**src/rtl/esd_pkg.sv**
```systemverilog
// types, constants and lookup functions for the escape sequence decoder
// used by the controller, the datapath and the top level; no dependencies
package esd_pkg;

	localparam int UNIT_W     = 16;
	localparam int HOLD_DEPTH = 9;
	localparam int IDX_W      = $clog2(HOLD_DEPTH);
	localparam int CNT_W      = $clog2(HOLD_DEPTH + 1);
	localparam int HEX_W      = 32;

	localparam logic [UNIT_W-1:0] CH_BSL  = 16'h005C;
	localparam logic [UNIT_W-1:0] CH_X    = 16'h0078;
	localparam logic [UNIT_W-1:0] CH_U4   = 16'h0075;
	localparam logic [UNIT_W-1:0] CH_U8   = 16'h0055;
	localparam logic [UNIT_W-1:0] CH_ESC  = 16'h001B;
	localparam logic [UNIT_W-1:0] CH_QUES = 16'h003F;
	localparam logic [UNIT_W-1:0] CH_APOS = 16'h0027;
	localparam logic [UNIT_W-1:0] CH_QUOT = 16'h0022;
	localparam logic [HEX_W-1:0]  BMP_MAX = 32'h0000FFFF;
	localparam logic [HEX_W-1:0]  HI_BIAS = 32'h0000D7C0;
	localparam logic [5:0]        LO_TAG  = 6'b110111;

	// numeric escape flavour
	typedef enum logic [1:0] {
		HK_X,
		HK_U4,
		HK_U8
	} hex_kind_t;

	// what the unit after a backslash means
	typedef enum logic [2:0] {
		EC_MAP,
		EC_HEX_X,
		EC_HEX_U4,
		EC_HEX_U8,
		EC_OTHER
	} esc_class_t;

	// source of a unit loaded at input transfer time
	typedef enum logic [1:0] {
		OS_UNIT,
		OS_MAPPED,
		OS_BSL,
		OS_HEX
	} out_sel_t;

	// source of the first replayed unit
	typedef enum logic [1:0] {
		LS_UNIT,
		LS_MODE,
		LS_LOW
	} let_sel_t;

	// how many held digits a replay sends back
	typedef enum logic [1:0] {
		HS_NONE,
		HS_COUNT,
		HS_COUNT_INC
	} held_sel_t;

	typedef struct packed {
		logic      load_out;
		out_sel_t  out_sel;
		logic      out_last;
		logic      start_replay;
		let_sel_t  let_sel;
		held_sel_t held_sel;
		logic      tail_en;
		hex_kind_t hex_kind;
		logic      store_digit;
		logic      clr_hex;
		logic      step_replay;
	} esd_cmd_t;

	typedef struct packed {
		logic       is_bsl;
		esc_class_t esc_class;
		logic       is_hex;
		logic       hex_done;
		logic       hex_pair;
		logic       out_free;
		logic       replay_final;
	} esd_sts_t;

	function automatic esc_class_t esc_class_of(input logic [UNIT_W-1:0] c);
		esc_class_t r;
		unique case (c)
			16'h0061, 16'h0062, 16'h0065, 16'h0066,
			16'h006E, 16'h0072, 16'h0074, 16'h0076,
			CH_BSL, CH_QUES, CH_APOS, CH_QUOT: r = EC_MAP;
			CH_X:    r = EC_HEX_X;
			CH_U4:   r = EC_HEX_U4;
			CH_U8:   r = EC_HEX_U8;
			default: r = EC_OTHER;
		endcase
		return r;
	endfunction

	// control letters map to their codes, the rest pass through
	function automatic logic [UNIT_W-1:0] esc_map(input logic [UNIT_W-1:0] c);
		logic [UNIT_W-1:0] r;
		unique case (c)
			16'h0061: r = 16'h0007;
			16'h0062: r = 16'h0008;
			16'h0065: r = CH_ESC;
			16'h0066: r = 16'h000C;
			16'h006E: r = 16'h000A;
			16'h0072: r = 16'h000D;
			16'h0074: r = 16'h0009;
			16'h0076: r = 16'h000B;
			default:  r = c;
		endcase
		return r;
	endfunction

	// strict hex digit: {valid, value}
	function automatic logic [4:0] hex_val(input logic [UNIT_W-1:0] c);
		logic [4:0] r;
		priority if (c >= 16'h0030 && c <= 16'h0039)
			r = {1'b1, 4'(c - 16'h0030)};
		else if (c >= 16'h0061 && c <= 16'h0066)
			r = {1'b1, 4'(c - 16'h0057)};
		else if (c >= 16'h0041 && c <= 16'h0046)
			r = {1'b1, 4'(c - 16'h0037)};
		else
			r = 5'b0;
		return r;
	endfunction

	function automatic logic [CNT_W-1:0] need_of(input hex_kind_t k);
		logic [CNT_W-1:0] r;
		unique case (k)
			HK_X:    r = CNT_W'(2);
			HK_U4:   r = CNT_W'(4);
			default: r = CNT_W'(8);
		endcase
		return r;
	endfunction

	function automatic logic [UNIT_W-1:0] letter_of(input hex_kind_t k);
		logic [UNIT_W-1:0] r;
		unique case (k)
			HK_X:    r = CH_X;
			HK_U4:   r = CH_U4;
			default: r = CH_U8;
		endcase
		return r;
	endfunction

endpackage

```
**src/rtl/esd_datapath.sv**
```systemverilog
// datapath: digit store, hex accumulator, replay sequencer and output register
// depends on esd_pkg; driven by esd_ctrl through esd_cmd_t
module esd_datapath
	import esd_pkg::*;
(
	input  logic              clk,
	input  logic              arst_n,
	input  logic [UNIT_W-1:0] code_unit,
	input  logic              end_of_text,
	input  esd_cmd_t          cmd,
	output esd_sts_t          sts,
	input  logic              out_stall,
	output logic              out_valid,
	output logic [UNIT_W-1:0] out_unit,
	output logic              out_last
);

	logic [UNIT_W-1:0] held_q [HOLD_DEPTH];
	logic [CNT_W-1:0]  held_cnt_q;
	logic [HEX_W-1:0]  hex_q;
	logic [UNIT_W-1:0] letter_q;
	logic [UNIT_W-1:0] tail_q;
	logic [CNT_W-1:0]  rep_n_q;
	logic [CNT_W-1:0]  rep_len_q;
	logic [CNT_W-1:0]  rp_q;
	logic              last_q;
	logic              out_valid_q;
	logic [UNIT_W-1:0] out_unit_q;
	logic              out_last_q;

	logic [4:0]        digit;
	logic [HEX_W-1:0]  hex_next;
	logic [CNT_W-1:0]  cnt_inc;
	logic              pair;
	logic [UNIT_W-1:0] hex_hi;
	logic [UNIT_W-1:0] hex_lo;
	logic [UNIT_W-1:0] hex_word;
	logic [CNT_W-1:0]  rd_idx;
	logic [UNIT_W-1:0] rep_unit;
	logic [UNIT_W-1:0] let_d;
	logic [CNT_W-1:0]  rep_n_d;
	logic [UNIT_W-1:0] load_unit;
	logic              load_last;

	// digit decode and accumulator update
	assign digit    = hex_val(code_unit);
	assign hex_next = {hex_q[HEX_W-5:0], digit[3:0]};
	assign cnt_inc  = CNT_W'(held_cnt_q + CNT_W'(1));
	assign pair     = (cmd.hex_kind == HK_U8) && (hex_next > BMP_MAX);

	// surrogate pair halves, truncated to a code unit
	assign hex_hi = UNIT_W'((hex_next >> 10) + HI_BIAS);
	assign hex_lo = {LO_TAG, hex_next[9:0]};

	always_comb begin
		unique case (cmd.hex_kind)
			HK_X:    hex_word = {8'h00, hex_next[7:0]};
			HK_U4:   hex_word = hex_next[UNIT_W-1:0];
			default: hex_word = pair ? hex_hi : hex_next[UNIT_W-1:0];
		endcase
	end

	// replay unit: letter, held digits, then the tail unit
	assign rd_idx = CNT_W'(rp_q - CNT_W'(1));

	always_comb begin
		if (rp_q == '0)
			rep_unit = letter_q;
		else if (rp_q <= rep_n_q)
			rep_unit = held_q[rd_idx[IDX_W-1:0]];
		else
			rep_unit = tail_q;
	end

	// replay set-up values
	always_comb begin
		unique case (cmd.let_sel)
			LS_UNIT: let_d = code_unit;
			LS_MODE: let_d = letter_of(cmd.hex_kind);
			default: let_d = hex_lo;
		endcase
		unique case (cmd.held_sel)
			HS_NONE:  rep_n_d = '0;
			HS_COUNT: rep_n_d = held_cnt_q;
			default:  rep_n_d = cnt_inc;
		endcase
	end

	// output register source
	always_comb begin
		if (cmd.step_replay) begin
			load_unit = rep_unit;
			load_last = sts.replay_final && last_q;
		end else begin
			unique case (cmd.out_sel)
				OS_UNIT:   load_unit = code_unit;
				OS_MAPPED: load_unit = esc_map(code_unit);
				OS_BSL:    load_unit = CH_BSL;
				default:   load_unit = hex_word;
			endcase
			load_last = cmd.out_last;
		end
	end

	// status towards the controller
	always_comb begin
		sts.is_bsl       = (code_unit == CH_BSL);
		sts.esc_class    = esc_class_of(code_unit);
		sts.is_hex       = digit[4];
		sts.hex_done     = (cnt_inc >= need_of(cmd.hex_kind));
		sts.hex_pair     = pair;
		sts.out_free     = !out_valid_q || !out_stall;
		sts.replay_final = (rp_q == rep_len_q);
	end

	// held digits, no reset needed
	always_ff @(posedge clk) begin
		if (cmd.store_digit)
			held_q[held_cnt_q[IDX_W-1:0]] <= code_unit;
	end

	// digit count and accumulated value
	always_ff @(posedge clk or negedge arst_n) begin
		if (!arst_n) begin
			held_cnt_q <= '0;
			hex_q      <= '0;
		end else if (cmd.clr_hex) begin
			held_cnt_q <= '0;
			hex_q      <= '0;
		end else if (cmd.store_digit) begin
			held_cnt_q <= cnt_inc;
			hex_q      <= hex_next;
		end
	end

	// replay pointer
	always_ff @(posedge clk or negedge arst_n) begin
		if (!arst_n)
			rp_q <= '0;
		else if (cmd.start_replay)
			rp_q <= '0;
		else if (cmd.step_replay)
			rp_q <= CNT_W'(rp_q + CNT_W'(1));
	end

	// replay payload
	always_ff @(posedge clk) begin
		if (cmd.start_replay) begin
			letter_q  <= let_d;
			tail_q    <= code_unit;
			rep_n_q   <= rep_n_d;
			rep_len_q <= CNT_W'(rep_n_d + CNT_W'(cmd.tail_en));
			last_q    <= end_of_text;
		end
	end

	// output register
	always_ff @(posedge clk or negedge arst_n) begin
		if (!arst_n)
			out_valid_q <= 1'b0;
		else if (cmd.load_out)
			out_valid_q <= 1'b1;
		else if (!out_stall)
			out_valid_q <= 1'b0;
	end

	always_ff @(posedge clk) begin
		if (cmd.load_out) begin
			out_unit_q <= load_unit;
			out_last_q <= load_last;
		end
	end

	assign out_valid = out_valid_q;
	assign out_unit  = out_unit_q;
	assign out_last  = out_last_q;

endmodule

```
**src/rtl/esd_ctrl.sv**
```systemverilog
// controller: decode mode state machine and replay sequencing
// depends on esd_pkg; commands esd_datapath through esd_cmd_t
module esd_ctrl
	import esd_pkg::*;
(
	input  logic     clk,
	input  logic     arst_n,
	input  logic     in_valid,
	output logic     in_stall,
	input  logic     end_of_text,
	input  esd_sts_t sts,
	output esd_cmd_t cmd
);

	typedef enum logic [2:0] {
		ST_PLAIN,
		ST_ESC,
		ST_HEX_X,
		ST_HEX_U4,
		ST_HEX_U8,
		ST_REPLAY
	} state_t;

	state_t state_q, state_d;
	logic   resume_esc_q, resume_esc_d;
	logic   accept;

	assign in_stall = (state_q == ST_REPLAY) || !sts.out_free;
	assign accept   = in_valid && !in_stall;

	// commands and next state
	always_comb begin
		cmd          = '0;
		state_d      = state_q;
		resume_esc_d = resume_esc_q;

		unique case (state_q)
			ST_HEX_U4: cmd.hex_kind = HK_U4;
			ST_HEX_U8: cmd.hex_kind = HK_U8;
			default:   cmd.hex_kind = HK_X;
		endcase

		unique case (state_q)
			ST_PLAIN: begin
				if (accept) begin
					if (sts.is_bsl && !end_of_text) begin
						state_d = ST_ESC;
					end else begin
						// a trailing backslash is kept as it is
						cmd.load_out = 1'b1;
						cmd.out_sel  = OS_UNIT;
						cmd.out_last = end_of_text;
					end
				end
			end
			ST_ESC: begin
				if (accept) begin
					state_d     = ST_PLAIN;
					cmd.clr_hex = 1'b1;
					unique case (sts.esc_class)
						EC_MAP: begin
							cmd.load_out = 1'b1;
							cmd.out_sel  = OS_MAPPED;
							cmd.out_last = end_of_text;
						end
						EC_HEX_X, EC_HEX_U4, EC_HEX_U8: begin
							if (end_of_text) begin
								// text ends right after the letter
								cmd.load_out     = 1'b1;
								cmd.out_sel      = OS_BSL;
								cmd.start_replay = 1'b1;
								cmd.let_sel      = LS_UNIT;
								cmd.held_sel     = HS_NONE;
								state_d          = ST_REPLAY;
								resume_esc_d     = 1'b0;
							end else begin
								unique case (sts.esc_class)
									EC_HEX_X:  state_d = ST_HEX_X;
									EC_HEX_U4: state_d = ST_HEX_U4;
									default:   state_d = ST_HEX_U8;
								endcase
							end
						end
						default: begin
							// unknown letter goes out literally
							cmd.load_out     = 1'b1;
							cmd.out_sel      = OS_BSL;
							cmd.start_replay = 1'b1;
							cmd.let_sel      = LS_UNIT;
							cmd.held_sel     = HS_NONE;
							state_d          = ST_REPLAY;
							resume_esc_d     = 1'b0;
						end
					endcase
				end
			end
			ST_HEX_X, ST_HEX_U4, ST_HEX_U8: begin
				if (accept) begin
					if (sts.is_hex) begin
						cmd.store_digit = 1'b1;
						if (sts.hex_done) begin
							// escape complete: one unit or a surrogate pair
							cmd.clr_hex  = 1'b1;
							cmd.load_out = 1'b1;
							cmd.out_sel  = OS_HEX;
							cmd.out_last = end_of_text && !sts.hex_pair;
							if (sts.hex_pair) begin
								cmd.start_replay = 1'b1;
								cmd.let_sel      = LS_LOW;
								cmd.held_sel     = HS_NONE;
								state_d          = ST_REPLAY;
								resume_esc_d     = 1'b0;
							end else begin
								state_d = ST_PLAIN;
							end
						end else if (end_of_text) begin
							// too few digits before the end of text
							cmd.clr_hex      = 1'b1;
							cmd.load_out     = 1'b1;
							cmd.out_sel      = OS_BSL;
							cmd.start_replay = 1'b1;
							cmd.let_sel      = LS_MODE;
							cmd.held_sel     = HS_COUNT_INC;
							state_d          = ST_REPLAY;
							resume_esc_d     = 1'b0;
						end
					end else begin
						// non-hex unit: replay, then decode it afresh
						cmd.clr_hex      = 1'b1;
						cmd.load_out     = 1'b1;
						cmd.out_sel      = OS_BSL;
						cmd.start_replay = 1'b1;
						cmd.let_sel      = LS_MODE;
						cmd.held_sel     = HS_COUNT;
						cmd.tail_en      = !sts.is_bsl || end_of_text;
						state_d          = ST_REPLAY;
						resume_esc_d     = sts.is_bsl && !end_of_text;
					end
				end
			end
			ST_REPLAY: begin
				if (sts.out_free) begin
					cmd.load_out    = 1'b1;
					cmd.step_replay = 1'b1;
					if (sts.replay_final)
						state_d = resume_esc_q ? ST_ESC : ST_PLAIN;
				end
			end
			default: begin
				state_d = ST_PLAIN;
			end
		endcase
	end

	// state register
	always_ff @(posedge clk or negedge arst_n) begin
		if (!arst_n) begin
			state_q      <= ST_PLAIN;
			resume_esc_q <= 1'b0;
		end else begin
			state_q      <= state_d;
			resume_esc_q <= resume_esc_d;
		end
	end

endmodule

```
**src/rtl/escape_sequence_decoder_core.sv**
```systemverilog
// top level of the backslash escape decoder for UTF-16 text
// depends on esd_pkg, esd_ctrl and esd_datapath
//
//  channel | direction | handshake          | payload
//  --------+-----------+--------------------+------------------------
//  input   | in        | in_valid, in_stall | code_unit, end_of_text
//  output  | out       | out_valid, out_stall | out_unit, out_last
//
// one code unit is taken per cycle while out_stall is low and each unit
// gives at most one result; a unit with more (failed escape or surrogate
// pair) stalls the input: the first result loads with the transfer, the
// rest replay one a cycle unless stalled, via the single output register
// reset clears mode, digit count and value; the digit store is not cleared
// out_stall holds the output register and, through it, stalls the input
module escape_sequence_decoder_core
	import esd_pkg::*;
(
	input  logic              clk,
	input  logic              arst_n,
	input  logic              in_valid,
	output logic              in_stall,
	input  logic [UNIT_W-1:0] code_unit,
	input  logic              end_of_text,
	output logic              out_valid,
	input  logic              out_stall,
	output logic [UNIT_W-1:0] out_unit,
	output logic              out_last
);

	esd_cmd_t cmd;
	esd_sts_t sts;

	// controller
	esd_ctrl u_ctrl (
		.clk         (clk),
		.arst_n      (arst_n),
		.in_valid    (in_valid),
		.in_stall    (in_stall),
		.end_of_text (end_of_text),
		.sts         (sts),
		.cmd         (cmd)
	);

	// datapath
	esd_datapath u_dp (
		.clk         (clk),
		.arst_n      (arst_n),
		.code_unit   (code_unit),
		.end_of_text (end_of_text),
		.cmd         (cmd),
		.sts         (sts),
		.out_stall   (out_stall),
		.out_valid   (out_valid),
		.out_unit    (out_unit),
		.out_last    (out_last)
	);

endmodule

```
**config.mk**
```make
export PLATFORM = sky130hd
export DESIGN_NAME = escape_sequence_decoder_core
export DESIGN_NICKNAME = d
export VERILOG_FILES = /design/src/rtl/esd_pkg.sv /design/src/rtl/esd_datapath.sv /design/src/rtl/esd_ctrl.sv /design/src/rtl/escape_sequence_decoder_core.sv
export SDC_FILE = /design/constraint.sdc
export NUM_CORES = 1
export LEC_CHECK = 0
export ABC_AREA = 1
export BUFFER_PORTS_ARGS = -buffer_cell sky130_fd_sc_hd__buf_2
export CAP_MARGIN = 15
export CORE_MARGIN = 2
export CORE_UTILIZATION = 50
export DETAILED_ROUTE_END_ITERATION = 8
export GPL_TIMING_DRIVEN = 1
export PLACE_DENSITY_LB_ADDON = 0.2
export SLEW_MARGIN = 15
export SYNTH_ARGS = -nofsm -noshare
export SYNTH_HDL_FRONTEND = slang
export SYNTH_HIERARCHICAL = 1
export SYNTH_SLANG_ARGS = --single-unit
```
**constraint.sdc**
```tcl
create_clock -name clk -period 3.19 [get_ports clk]
set_input_delay 0.1595 -clock clk [delete_from_list [all_inputs] [get_ports clk]]
set_output_delay 0.1595 -clock clk [all_outputs]
set_load 0.1 [all_outputs]
```
# Word level (Yosys, flattened, before mapping)
# Memories as Yosys holds them, arrays and structs flattened.
# Cells that the tools add are included.
op_classes:
  n_addsub: 8
  mul: 0
  div_mod_pow: 0
  magnitude_cmp: 9
  eq_ne: 40
  shifts: 0
  n_mux: 82
  n_bitwise: 0
  n_reduce_logical: 33
ops:
  columns: ["operator", "count"]
  rows:
  - ["equality test 16 x 7 -> 1 bit (second input constant)", 12]
  - ["one-hot mux 16 bit (8 select lines)", 1]
  - ["two-way mux 16 bit", 4]
  - ["one-hot mux 16 bit (2 select lines)", 2]
  - ["two-way mux 28 bit", 2]
  - ["equality test 16 x 6 -> 1 bit (second input constant)", 3]
  - ["one-hot mux 16 bit (3 select lines)", 1]
  - ["two-way mux 3 bit", 14]
  - ["two-way mux 5 bit", 8]
  - [">= comparator 16 x 7 -> 1 bit (second input constant)", 2]
  - ["> comparator 32 x 16 -> 1 bit (second input constant)", 1]
  - ["less-or-equal comparator 16 x 7 -> 1 bit (second input constant)", 2]
  - ["two-way mux 1 bit", 25]
  - ["two-way mux 4 bit", 6]
  - ["one-hot mux 3 bit (4 select lines)", 2]
  - ["one-hot mux 5 bit (2 select lines)", 2]
  - ["one-hot mux 3 bit (2 select lines)", 3]
  - ["adder 16 bit (second input constant)", 1]
  - [">= comparator 16 x 6 -> 1 bit (second input constant)", 1]
  - ["less-or-equal comparator 16 x 6 -> 1 bit (second input constant)", 1]
  - ["one-hot mux 4 bit (2 select lines)", 2]
  - ["inequality test 2 x 1 -> 1 bit (second input constant)", 7]
  - ["equality test 3 x 2 -> 1 bit (second input constant)", 4]
  - ["one-hot mux 6 bit (2 select lines)", 1]
  - ["31 further kinds", 65]
word_totals:
  regBits: 99
  latch_bits: 0
  ramBits: 144
  romBits: 0
  input_bits: 21
  output_inout_bits: 19
  wordCells: 186
  mem_count: 1
memory_table:
  columns: ["name", "words", "width", "read_ports", "rd_ports_with_merged_regs", "write_ports", "line", "source"]
  rows:
  - ["u_dp.held_q", 9, 16, 1, 0, 1, "esd_datapath.sv:18", "logic [UNIT_W-1:0] held_q [HOLD_DEPTH];"]

# Logic depth before layout (Yosys ltp)
# Gate-level depths: netlist of run 1.
logic_depth:
  ltp_word: 16
  mapped_depth: 26
  ltp_nobuf: 25

# Modules after synthesis
# The synthesis of run 1 kept the hierarchy.
by_module_without_submodules:
  columns: ["module", "instances", "cells_each", "area_per_inst_um2", "seq_area_each_um2"]
  rows:
  - ["esd_datapath", 1, 1170, 11497.3, 6991.7]
  - ["esd_ctrl", 1, 128, 681.9, 100.1]

# Worst setup path after synthesis of run 1
# No wires, ideal clock.
synth_timing:
  kind: "reg2reg"
  start: "reg u_ctrl.state_q[0]"
  end: "reg u_dp.rp_q[1]"
  setup_ns: 0.078
  arrival_ns: 3.136
  required_ns: 3.112
  slack_ns: -0.024
  stages_incl_launch_ff: 18
  n_path_buf: 1
  synth_period_minus_slack_ns: 3.214
  cell_sequence: "dfrtp_1 buf_6 nand2_1 nor2_1 inv_1 nor2_1 inv_1 ha_1 nand2_1 o211ai_1 inv_1 a21oi_1 nand2_1 nand2_1 nand2_1 inv_1 o21ai_0 a21oi_1"
synth_lines:
  columns: ["element", "line", "source"]
  rows:
  - ["start, declared", "esd_ctrl.sv:24", "state_t state_q, state_d;"]
  - ["start signal, assigned", "esd_ctrl.sv:161", "state_q <= state_d;"]
  - ["end signal, assigned", "esd_datapath.sv:143", "rp_q <= CNT_W'(rp_q + CNT_W'(1));"]
  - ["end, declared", "esd_datapath.sv:25", "logic [CNT_W-1:0] rp_q;"]

==> results of run 1 <==
routing by layer:
metal  vias up  share of wire [%]  track usage [%]
li1       4626                  -                -
met1      4590                 44             35.5
met2       291                 48             42.6
met3        47                6.0             3.27
met4         2                1.8             5.81
met5         -              0.040                0
where the power goes:
part | internal, W | switching, W
logic | 0.00146 | 0.00394
registers | 0.00385 | 0.000127
clock network | 0.00173 | 0.00123
total | 0.00704 | 0.00530
stage by stage:
step                       TNS, ns  power (W)  cells  instance area [sq um]
after global routing      -0.00931     0.0131   1740                  14100
after global placement           0    0.00934   1686                  13200
after CTS                        0     0.0124   1736                  14100
final                            0     0.0123   1740                  14100
after detailed placement         0    0.00940   1686                  13200
after floorplan             -0.131    0.00787   1298                  12200
cell type report:
cell class / count / share of cell area [%]
inverters: 131 / 3.48
well taps: 324 / 2.87
clock inverters: 19 / 1.28
clock buffers: 28 / 4.66
multi-input cells: 870 / 31.1
repair buffers: 125 / 6.36
flip-flops and latches: 243 / 50.2
placed cells by master (no fill, tap or decap), drive strengths merged, types with 24 or more instances in the layout:
cell      n
nand3   105
o211ai   26
clkbuf   28
buf     122
edfxtp  202
nand2   291
inv     130
dfrtp    41
o21ai   117
a21oi    24
o22ai    38
nor2    178
worst paths after layout:
| kind | slack, ns | cells past startpoint | end | start |
|---|---|---|---|---|
| max in group asynchronous | 2.19 | 2 | u_dp/held_cnt_q[2] | arst_n |
| setup / recovery | 0.19 | 14 | u_dp/rep_len_q[2] | u_dp/held_cnt_q[0] |
| setup reg to reg | 0.19 | 14 | u_dp/rep_len_q[2] | u_dp/held_cnt_q[0] |
| min in group asynchronous | 0.32 | 2 | u_dp/hex_q[0] | arst_n |
| hold / removal | 0.07 | 2 | u_dp/tail_q[6] | code_unit[6] |
| hold reg to reg | 0.53 | 2 | u_ctrl/resume_esc_q | u_ctrl/resume_esc_q |
state kept, by name (all words and copies together), names as in the netlist, 3 cells and up:
signal / cells
u_ctrl/state_q: 3
u_dp/held_cnt_q: 4
u_dp/held_q: 144
u_dp/hex_q: 28
u_dp/letter_q: 16
u_dp/out_unit: 16
u_dp/rep_len_q: 4
u_dp/rep_n_q: 4
u_dp/rp_q: 4
u_dp/tail_q: 16
cells by family (layout without fill, tap and decap cells):
kind of cell / Yosys count / after routing
adders and majority gates: 21 / 21
buffers and inverters: 185 / 303
and+or+nand+nor: 623 / 623
xor gates and xnor gates: 13 / 13
DFF: 243 / 243
AOI/OAI and AO/OA: 213 / 213
critical path: stages (launching register included):
cell and delay (ns):
dfrtp_2 0.45, inv_1 0.14, ha_1 0.24, inv_1 0.13, ha_1 0.25, nand4_1 0.10, o211ai_1 0.13, buf_4 0.17
nor3_4 0.21, inv_2 0.08, nand2_2 0.09, o21ai_0 0.13, ha_1 0.24, ha_1 0.21, xor2_1 0.15
timing repair:
action	4_1_cts	5_1_grt
hold buffers	3	0
resized for setup	0	15
endpoints found under the setup margin	0	55
buffers inserted	0	4
endpoints found under the hold margin	43	0
==> out/summary.txt, run 1 <==
Final WL -> 32,500 um
Core Area -> 24,100 sq um
Xor/xnor share of the synthesized area -> 0.935%
Register area share after synthesis -> 58.2%
Peak VDD IR -> 0.694 mV
Initial DRC Count -> 1,044
Slew margin rel. -> 35.2%
Avg Inst Size Synth -> 9.38 sq um
Num ports -> 40
Ys Warns -> 6
Layout Skew -> 0.0196 ns
Initial antenna violation count -> 1
Worst min path class -> in -> reg
Final WS setup -> 0.190 ns
Number of synthesized flops with an enable pin -> 202
Final GP Congestion -> 0.943
PortBufs -> 39
Number of global-route vias before repair -> 9,174
Largest family of logic cells by synthesized area -> simple AND/OR/NAND/NOR gates
Antenna cells -> 0
Syn_nets -> 1,340
Max-cap violations -> 0
FFs w/ async S/R, synth -> 16.9%
Synth top area share -> 49.8%
Post-synthesis simple-gate area fraction -> 22.5%
Flops & latches, synth -> 243
Core Rows -> 57
Required @ worst endpoint -> 3.45 ns
Worst skew pair latency -> 0.54 ns
Cells after synthesis -> 1,298
Pwr Density -> 873 nW/um^2
Register Area -> 7100 sq um
Total track usage -> 25.4%
Routed vias -> 9,556
Count leader, synth -> nand2_1
Clock slew at reported path FFs -> 0.07 ns
Actual transition at the worst max-transition pin -> 0.973 ns
TritonCTS clock tree -> built
Hold Slack -> 0.0654 ns
CP arrival -> 3.26 ns
Fin util -> 58.6%
Pins over their slew limit -> 0
Antenna violation net count after detailed routing -> 0
Crit share post-route -> 94.0%
Pre-CTS WS -> 0.0126 ns
Critical path endpoint category -> flop
Multi-input logic area -> 4400 sq um
Sinks on Clock Net -> 243
Mux share of post-synthesis cell area -> 0%
CP Launch Type -> flop
Synth area leaders -> edfxtp_1 (50%), nand2_1 (8.6%), dfrtp_1 (8.4%), nor2_1 (5.2%), nand3_1 (4.2%)
Residual DRC count -> 0
Die width -> 160 um
Fmax -> 0.333 GHz
Layout cells sized above 1 -> 16.9%
Worst-path fanout max -> 5
Root Driver -> clkbuf_16
Synth unique cells -> 45
Via-to-Cell Ratio -> 5.49
Leading area contributor after synthesis -> edfxtp_1
Die extent in y -> 160 um
Fin nets -> 1,439
Grt ovf -> 0
Synthesized cell area -> 12,200 sq um
DR WL/cell -> 18.7 um
Post-DP HPWL -> 22,600 um
Largest net degree at the start of global routing -> 70
First-pass detailed-route iteration total -> 7
Starting Density -> 50.5%
CTS Buf Count -> 26
Fillers -> 2,140
Minimum clock period -> 3.00 ns
Htree depth -> 1
CTS Buffer Depth -> 3
Status -> finished clean
Commonest cells in the netlist -> nand2_1 (280), edfxtp_1 (202), nor2_1 (168)
Setup CP Type -> reg -> reg
Pleak -> 5.82 nW
Fin. Hold Viols -> 0
Area Overhead vs Synth -> 16.0%
First-pass GRT wire length -> 50,800 um
Setup-failing EPs final -> 0
Die footprint -> 25,600 sq um
Adder-cell share of the synthesized area -> 2.16%
Post-synthesis compound-gate area fraction -> 9.86%
Ys flop type -> edfxtp_1
(Power assumes the default switching activity.)
==> run 2, diff against run 1 <==
--- a/config.mk
+++ b/config.mk
@@ -6,11 +6,11 @@
 export NUM_CORES = 1
 export LEC_CHECK = 0
 export ABC_AREA = 1
-export BUFFER_PORTS_ARGS = -buffer_cell sky130_fd_sc_hd__buf_2
 export CAP_MARGIN = 15
 export CORE_MARGIN = 2
 export CORE_UTILIZATION = 50
 export DETAILED_ROUTE_END_ITERATION = 8
+export DONT_BUFFER_PORTS = 1
 export GPL_TIMING_DRIVEN = 1
 export PLACE_DENSITY_LB_ADDON = 0.2
 export SLEW_MARGIN = 15
==> run 2 against run 1 <==
Against the previous run: non-clock buffer count decreased by 44; routed wire length increased by 4.1%; critical path type unchanged; highest routed layer unchanged; hold slack got worse by 0.049 ns; register-to-register slack about the same; largest power group is now sequential cells; power decreased by 2.4%; worst setup slack got worse by 0.0039 ns; largest cell class unchanged; cell area decreased by 1.5%; clock power decreased by 5%.
==> out/summary.txt, run 2 (synthesis gave the netlist of run 1 again) <==
Via-to-Cell Ratio -> 5.62 (+2.3%)
Root Driver -> clkbuf_16
Antenna violation net count after detailed routing -> 0 (unchanged)
First-pass detailed-route iteration total -> 7 (unchanged)
First-pass GRT wire length -> 52,400 um (+3.3%)
Pleak -> 5.59 nW (-4.0%)
Sequential fraction of design power -> 40.1% (+7.9 points)
CP max stage delay -> 0.45 ns (about the same)
Worst min path class -> in -> reg
Internal -> 0.00683 W (-3.0%)
Switching Fraction -> 43.3% (+0.35 points)
Final GP Congestion -> 0.931 (-1.3%)
Combinational share of power -> 36.6% (-7.1 points)
Actual transition at the worst max-transition pin -> 0.956 ns (-0.0169 ns)
Crit path launch -> u_dp/held_cnt_q[0]
Fillers -> 2,152 (+0.56%)
Area Overhead vs Synth -> 14.2%
Largest net degree at the start of global routing -> 70 (unchanged)
Worst hold path startpoint -> code_unit[10]
Sinks on Clock Net -> 243 (unchanged)
Crit path top cell by count -> ha_1
Post-DP HPWL -> 21,900 um (-3.1%)
Core Rows -> 57 (unchanged)
Initial antenna violation count -> 3 (+2)
Pins over their slew limit -> 0 (unchanged)
Status -> finished clean
Pwr Density -> 866 nW/um^2 (-0.88%)
Layout cells sized above 1 -> 12.2% (-4.8 points)
Worst-path fanout max -> 7 (+2)
CP Launch Type -> flop
Worst skew pair latency -> 0.55 ns (about the same)
Num ports -> 40 (unchanged)
Max-cap violations -> 0 (unchanged)
Slew margin rel. -> 36.4% (+1.3 points)
Grt ovf -> 0 (unchanged)
Max FFs per register -> 144 (unchanged)
Peak VDD IR -> 0.767 mV (+11%)
Pre-CTS WS -> 0.0699 ns (+0.0573 ns)
Fin nets -> 1,395 (-3.1%)
Required @ worst endpoint -> 3.46 ns (about the same)
Layout Skew -> 0.0143 ns (-0.00528 ns)
Worst Hold Depth -> 4 (+2)
R2R depth -> 14 (unchanged)
Clock power share -> 23.2% (-0.8 points)
Fin. Hold Viols -> 0 (unchanged)
PortBufs -> 0 (-100%)
Crit-path cells -> ha_1, xnor2_1, inv_1, ha_1, nand4_1, o211ai_1, buf_4, nor3_2, inv_2, nand2_2, o21ai_1, ha_2, ha_1, xor2_1
Final WL -> 33,800 um (+4.1%)
Residual DRC count -> 0 (unchanged)
CTS Buf Count -> 26 (unchanged)
CP arrival -> 3.28 ns (+0.02 ns)
Die footprint -> 25,600 sq um (unchanged)
Number of global-route vias before repair -> 9,383 (+2.3%)
Final WS setup -> 0.187 ns (-0.00386 ns)
Commonest non-fill, non-tap cell in the layout -> nand2_1
CTS Buffer Depth -> 3 (unchanged)
Setup-failing EPs final -> 0 (unchanged)
Clock slew at reported path FFs -> 0.06 ns (about the same)
Die extent in y -> 160 um (unchanged)
Worst r2r dst -> u_dp/rep_len_q[2]
R2r setup slk -> 0.19 ns (about the same)
Die width -> 160 um (unchanged)
Worst r2r src -> u_dp/held_cnt_q[0]
Starting Density -> 50.5% (unchanged)
Critical path endpoint category -> flop
Net switching power -> 0.00521 W (-1.6%)
DR WL/cell -> 19.9 um (+6.7%)
Commonest cells after routing, fill and taps aside -> nand2_1 (276), edfxtp_1 (202), nor2_1 (162), inv_1 (111), nand3_1 (101)
Core Area -> 24,100 sq um (unchanged)
TritonCTS clock tree -> built
Setup CP Type -> reg -> reg
Htree depth -> 1 (unchanged)
Minimum clock period -> 3.00 ns (+0.00386 ns)
Total track usage -> 26.4% (+1.0 points)
WHS Endpoint -> u_dp/out_unit[10]
Fmax -> 0.333 GHz (-0.13%)
Routed vias -> 9,536 (-0.21%)
RSZ-0062 raised after global routing -> true
Crit share post-route -> 94.2% (+0.12 points)
Slowest cell on crit path -> dfrtp_2
Tot Pwr -> 0.0120 W (-2.4%)
Initial DRC Count -> 1,078 (+3.3%)
[run 2: changes by cell type in the layout (fill, tap and decap cells not counted), moves of 3 or more]
cell,delta
clkinv_1,+5
nor2_1,-3
dlygate4sd3_1,+23
clkinv_2,-7
buf_4,-29
clkbuf_1,+5
buf_2,-39
[run 2: metrics by stage]
step                setup TNS, ns  std cells  hold slack [ns]  instance area, sq um  util, %
global route               -0.172       1695           0.0205                 13900     57.7
detailed placement              0       1620           -0.135                 12800     52.9
CTS                             0       1693          0.00601                 13800     57.4
finish                          0       1697           0.0160                 13900     57.7
global placement                0       1620           -0.135                 12800     52.9
floorplan                  -0.131       1298           -0.136                 12200        -
[run 2: cell type report]
cell class                 instances  area [sq um]  share of cell area, %
antenna                            2          5.00                 0.0360
inverter                         131           495                   3.56
multi-input combinational        870          4390                   31.6
clock inverter                    13           108                  0.773
sequential                       243          7100                   51.0
clock buffer                      33           677                   4.87
timing repair buffer              81           734                   5.28
tap                              324           405                   2.91
[run 2: repair_timing]
item	4_1_cts	5_1_grt
hold buffers	27	0
setup buffers	0	2
resized for setup	0	20
hold endpoints to repair	228	0
endpoints found under the setup margin	0	65
[run 2: worst max-delay path, delay by kind of cell, from the launching register on]
kind,cells,cell delay (ns)
flip-flops,1,0.45
XOR/XNOR,2,0.33
AO/OA/AOI/OAI,2,0.24
buffers and inverters,3,0.34
AND/OR/NAND/NOR,3,0.42
adder cells (fa/ha/maj),4,0.94
[run 2: power by group through the flow]
| stage | clock network (W) | logic [W] | registers, W |
|---|---|---|---|
| finish | 0.00280 | 0.00441 | 0.00483 |
| global route | 0.00297 | 0.00492 | 0.00486 |
| CTS | 0.00285 | 0.00441 | 0.00484 |
| detailed placement | 0 | 0.00431 | 0.00490 |
| global placement | 0 | 0.00425 | 0.00489 |
| floorplan | 0 | 0.00299 | 0.00488 |
[run 2: worst max path at each step]
| stage | end | slack, ns |
|---|---|---|
| finish | u_dp/rep_len_q[2] | 0.19 |
| global route | u_dp/out_unit[5] | -0.05 |
| CTS | u_dp/rep_len_q[2] | 0.02 |
| detailed placement | u_dp/rep_len_q[2] | 0.07 |
| global placement | u_dp/out_unit[5] | 0.19 |
| floorplan | u_dp/held_q[1][0] | -0.001 |
[run 2: per-layer routing]
metal,share of wire [%],vias to the layer above,wire length (um),track usage (%)
li1,-,4536,-,-
met1,42,4559,14000,35.8
met2,48,365,16200,43.4
met3,7.0,74,2360,4.18
met4,3.3,2,1120,9.38
met5,0.047,-,16,0
==> run 3, diff against run 2 <==
--- a/config.mk
+++ b/config.mk
@@ -7,12 +7,15 @@
 export LEC_CHECK = 0
 export ABC_AREA = 1
 export CAP_MARGIN = 15
+export CELL_PAD_IN_SITES_DETAIL_PLACEMENT = 1
+export CELL_PAD_IN_SITES_GLOBAL_PLACEMENT = 2
 export CORE_MARGIN = 2
-export CORE_UTILIZATION = 50
+export CORE_UTILIZATION = 37
 export DETAILED_ROUTE_END_ITERATION = 8
 export DONT_BUFFER_PORTS = 1
 export GPL_TIMING_DRIVEN = 1
 export PLACE_DENSITY_LB_ADDON = 0.2
+export REMOVE_ABC_BUFFERS = 1
 export SLEW_MARGIN = 15
 export SYNTH_ARGS = -nofsm -noshare
 export SYNTH_HDL_FRONTEND = slang
==> run 3 against run 2 <==
Against the previous run: die area grew 34%; clock-buffer cell count grew 2; non-clock buffer count is 11 higher; hold slack worse by 0.0045 ns; maximum frequency is 0.92% higher; sequential share of layout area fell by 1.1 points; power grew 1.9%; critical path depth unchanged; critical endpoint unchanged.
==> out/summary.txt, run 3 (synthesis gave the netlist of run 1 again) <==
Status -> finished clean
Residual DRC count -> 0 (unchanged)
CP Launch Type -> flop
Core Area -> 32,500 sq um (+35%)
Grt ovf -> 0 (unchanged)
Starting Density -> 37.5% (-13 points)
Post-DP HPWL -> 25,400 um (+16%)
Num ports -> 40 (unchanged)
Area Overhead vs Synth -> 16.7%
Initial antenna violation count -> 0 (-3)
Fin. Hold Viols -> 0 (unchanged)
Htree depth -> 1 (unchanged)
Peak VDD IR -> 0.449 mV (-42%)
CTS Buf Count -> 27 (+3.8%)
CP arrival -> 3.24 ns (-0.04 ns)
Actual transition at the worst max-transition pin -> 1.02 ns (+0.0665 ns)
PortBufs -> 0 (unchanged)
Max FFs per register -> 144 (unchanged)
Fmax -> 0.336 GHz (+0.92%)
CP max stage delay -> 0.41 ns (-0.04 ns)
Layout cells sized above 1 -> 13.6% (+1.5 points)
Core Rows -> 66 (+16%)
Final WL -> 37,900 um (+12%)
Via-to-Cell Ratio -> 5.15 (-8.3%)
Sinks on Clock Net -> 243 (unchanged)
Pre-CTS WS -> -0.0406 ns (-0.110 ns)
Minimum clock period -> 2.98 ns (-0.0273 ns)
Commonest cells after routing, fill and taps aside -> nand2_1 (277), edfxtp_1 (202), nor2_1 (161), inv_1 (109), nand3_1 (101)
Routed vias -> 9,422 (-1.2%)
Slowest cell on crit path -> dfrtp_1
Crit path top cell by count -> ha_1
Pleak -> 5.68 nW (+1.6%)
Largest net degree at the start of global routing -> 70 (unchanged)
Worst-path fanout max -> 4 (-3)
Tot Pwr -> 0.0123 W (+1.9%)
Die extent in y -> 185 um (+16%)
Commonest non-fill, non-tap cell in the layout -> nand2_1
Crit-path cells -> ha_1, xnor2_2, inv_1, ha_1, nand4_1, o211ai_1, buf_4, nor3_2, inv_2, nand2_2, o21ai_0, ha_1, ha_1, xor2_1
Root Driver -> clkbuf_16
Worst skew pair latency -> 0.54 ns (about the same)
Antenna violation net count after detailed routing -> 0 (unchanged)
Slew margin rel. -> 32.0% (-4.4 points)
Crit share post-route -> 93.3% (-0.86 points)
Final WS setup -> 0.214 ns (+0.0273 ns)
CP delay by family, top -> adder cells
Fillers -> 3,703 (+72%)
Die footprint -> 34,400 sq um (+34%)
Buf/Inv on CP -> 3 (unchanged)
TritonCTS clock tree -> built
First-pass detailed-route iteration total -> 7 (unchanged)
Final GP Congestion -> 0.885 (-4.9%)
DR WL/cell -> 20.7 um (+4.1%)
Clock slew at reported path FFs -> 0.06 ns (about the same)
Die width -> 185 um (+16%)
Required @ worst endpoint -> 3.45 ns (about the same)
Critical path endpoint category -> flop
Pins over their slew limit -> 0 (unchanged)
Number of global-route vias before repair -> 9,764 (+4.1%)
Setup CP Type -> reg -> reg
Layout Skew -> 0.0173 ns (+0.00297 ns)
Setup-failing EPs final -> 0 (unchanged)
Max-cap violations -> 0 (unchanged)
Worst min path class -> in -> reg
Total track usage -> 22.6% (-3.8 points)
CTS Buffer Depth -> 3 (unchanged)
Pwr Density -> 864 nW/um^2 (-0.23%)
Fin nets -> 1,407 (+0.86%)
Initial DRC Count -> 591 (-45%)
First-pass GRT wire length -> 58,600 um (+12%)
-- run 3: changes by cell type in the layout (fill, tap and decap cells not counted), sizes merged --
cell and change:
dlygate4sd3 -3, inv +1, clkinvlp +1, buf +14
diode -1, clkbuf +2
-- run 3: final timing paths --
kind / start / to / slack, ns / cells after the start
min in group asynchronous: arst_n / u_dp/hex_q[5] / 0.20 / 2
hold / removal: code_unit[5] / u_dp/letter_q[5] / 0.01 / 2
setup / recovery: u_dp/held_cnt_q[0] / u_dp/rep_len_q[2] / 0.21 / 14
max in group asynchronous: arst_n / u_ctrl/state_q[1] / 2.75 / 2
hold reg to reg: u_ctrl/resume_esc_q / u_ctrl/resume_esc_q / 0.52 / 2
setup reg to reg: u_dp/held_cnt_q[0] / u_dp/rep_len_q[2] / 0.21 / 14
-- run 3: worst reg2reg max path, cell delays in order, from the launching register on --
cell and delay (ns):
dfrtp_1 0.41, ha_1 0.26, xnor2_2 0.18, inv_1 0.07, ha_1 0.31, nand4_1 0.08
o211ai_1 0.11, buf_4 0.17, nor3_2 0.23, inv_2 0.09, nand2_2 0.09, o21ai_0 0.12
ha_1 0.23, ha_1 0.21, xor2_1 0.16
-- run 3: metal layers --
layer / track usage (%) / wire length, um / up-vias
met5: 0 / 0 / -
met1: 28.9 / 16800 / 4684
met3: 3.03 / 1320 / 47
li1: - / - / 4560
met2: 40.4 / 19000 / 131
met4: 5.52 / 763 / 0
-- run 3: through the flow --
step	util (%)	hold WS, ns	setup TNS, ns	std cells	instance area, sq um
3_5_place_dp	40.3	-0.134	-0.0554	1754	13100
6_report	43.8	0.0115	0	1829	14200
4_1_cts	43.6	0.000580	0	1828	14200
5_1_grt	43.8	0.000603	-0.00420	1828	14200
3_3_place_gp	40.3	-0.134	0	1754	13100
2_1_floorplan	-	-0.136	-19.77	1244	11900
-- run 3: layout make-up --
class | instances | area [sq um] | area share, %
sequential | 243 | 7100 | 50.0
clock inverter | 15 | 104 | 0.731
clock buffer | 35 | 706 | 4.97
antenna | 1 | 2.50 | 0.0176
multi-input combinational | 870 | 4410 | 31.0
tap | 442 | 553 | 3.89
timing repair buffer | 92 | 843 | 5.94
inverter | 131 | 492 | 3.46
-- run 3: timing repair --
item,CTS,global route
pin swaps,0,1
setup buffers,0,0
setup endpoints to repair,2,18
hold buffers,24,0
gates resized for setup,2,18
hold endpoints to repair,228,0
-- run 3: power breakdown --
part,internal [W],switching (W)
sequential,0.00386,0.000982
combinational,0.00143,0.00310
clock,0.00164,0.00125
total,0.00694,0.00533
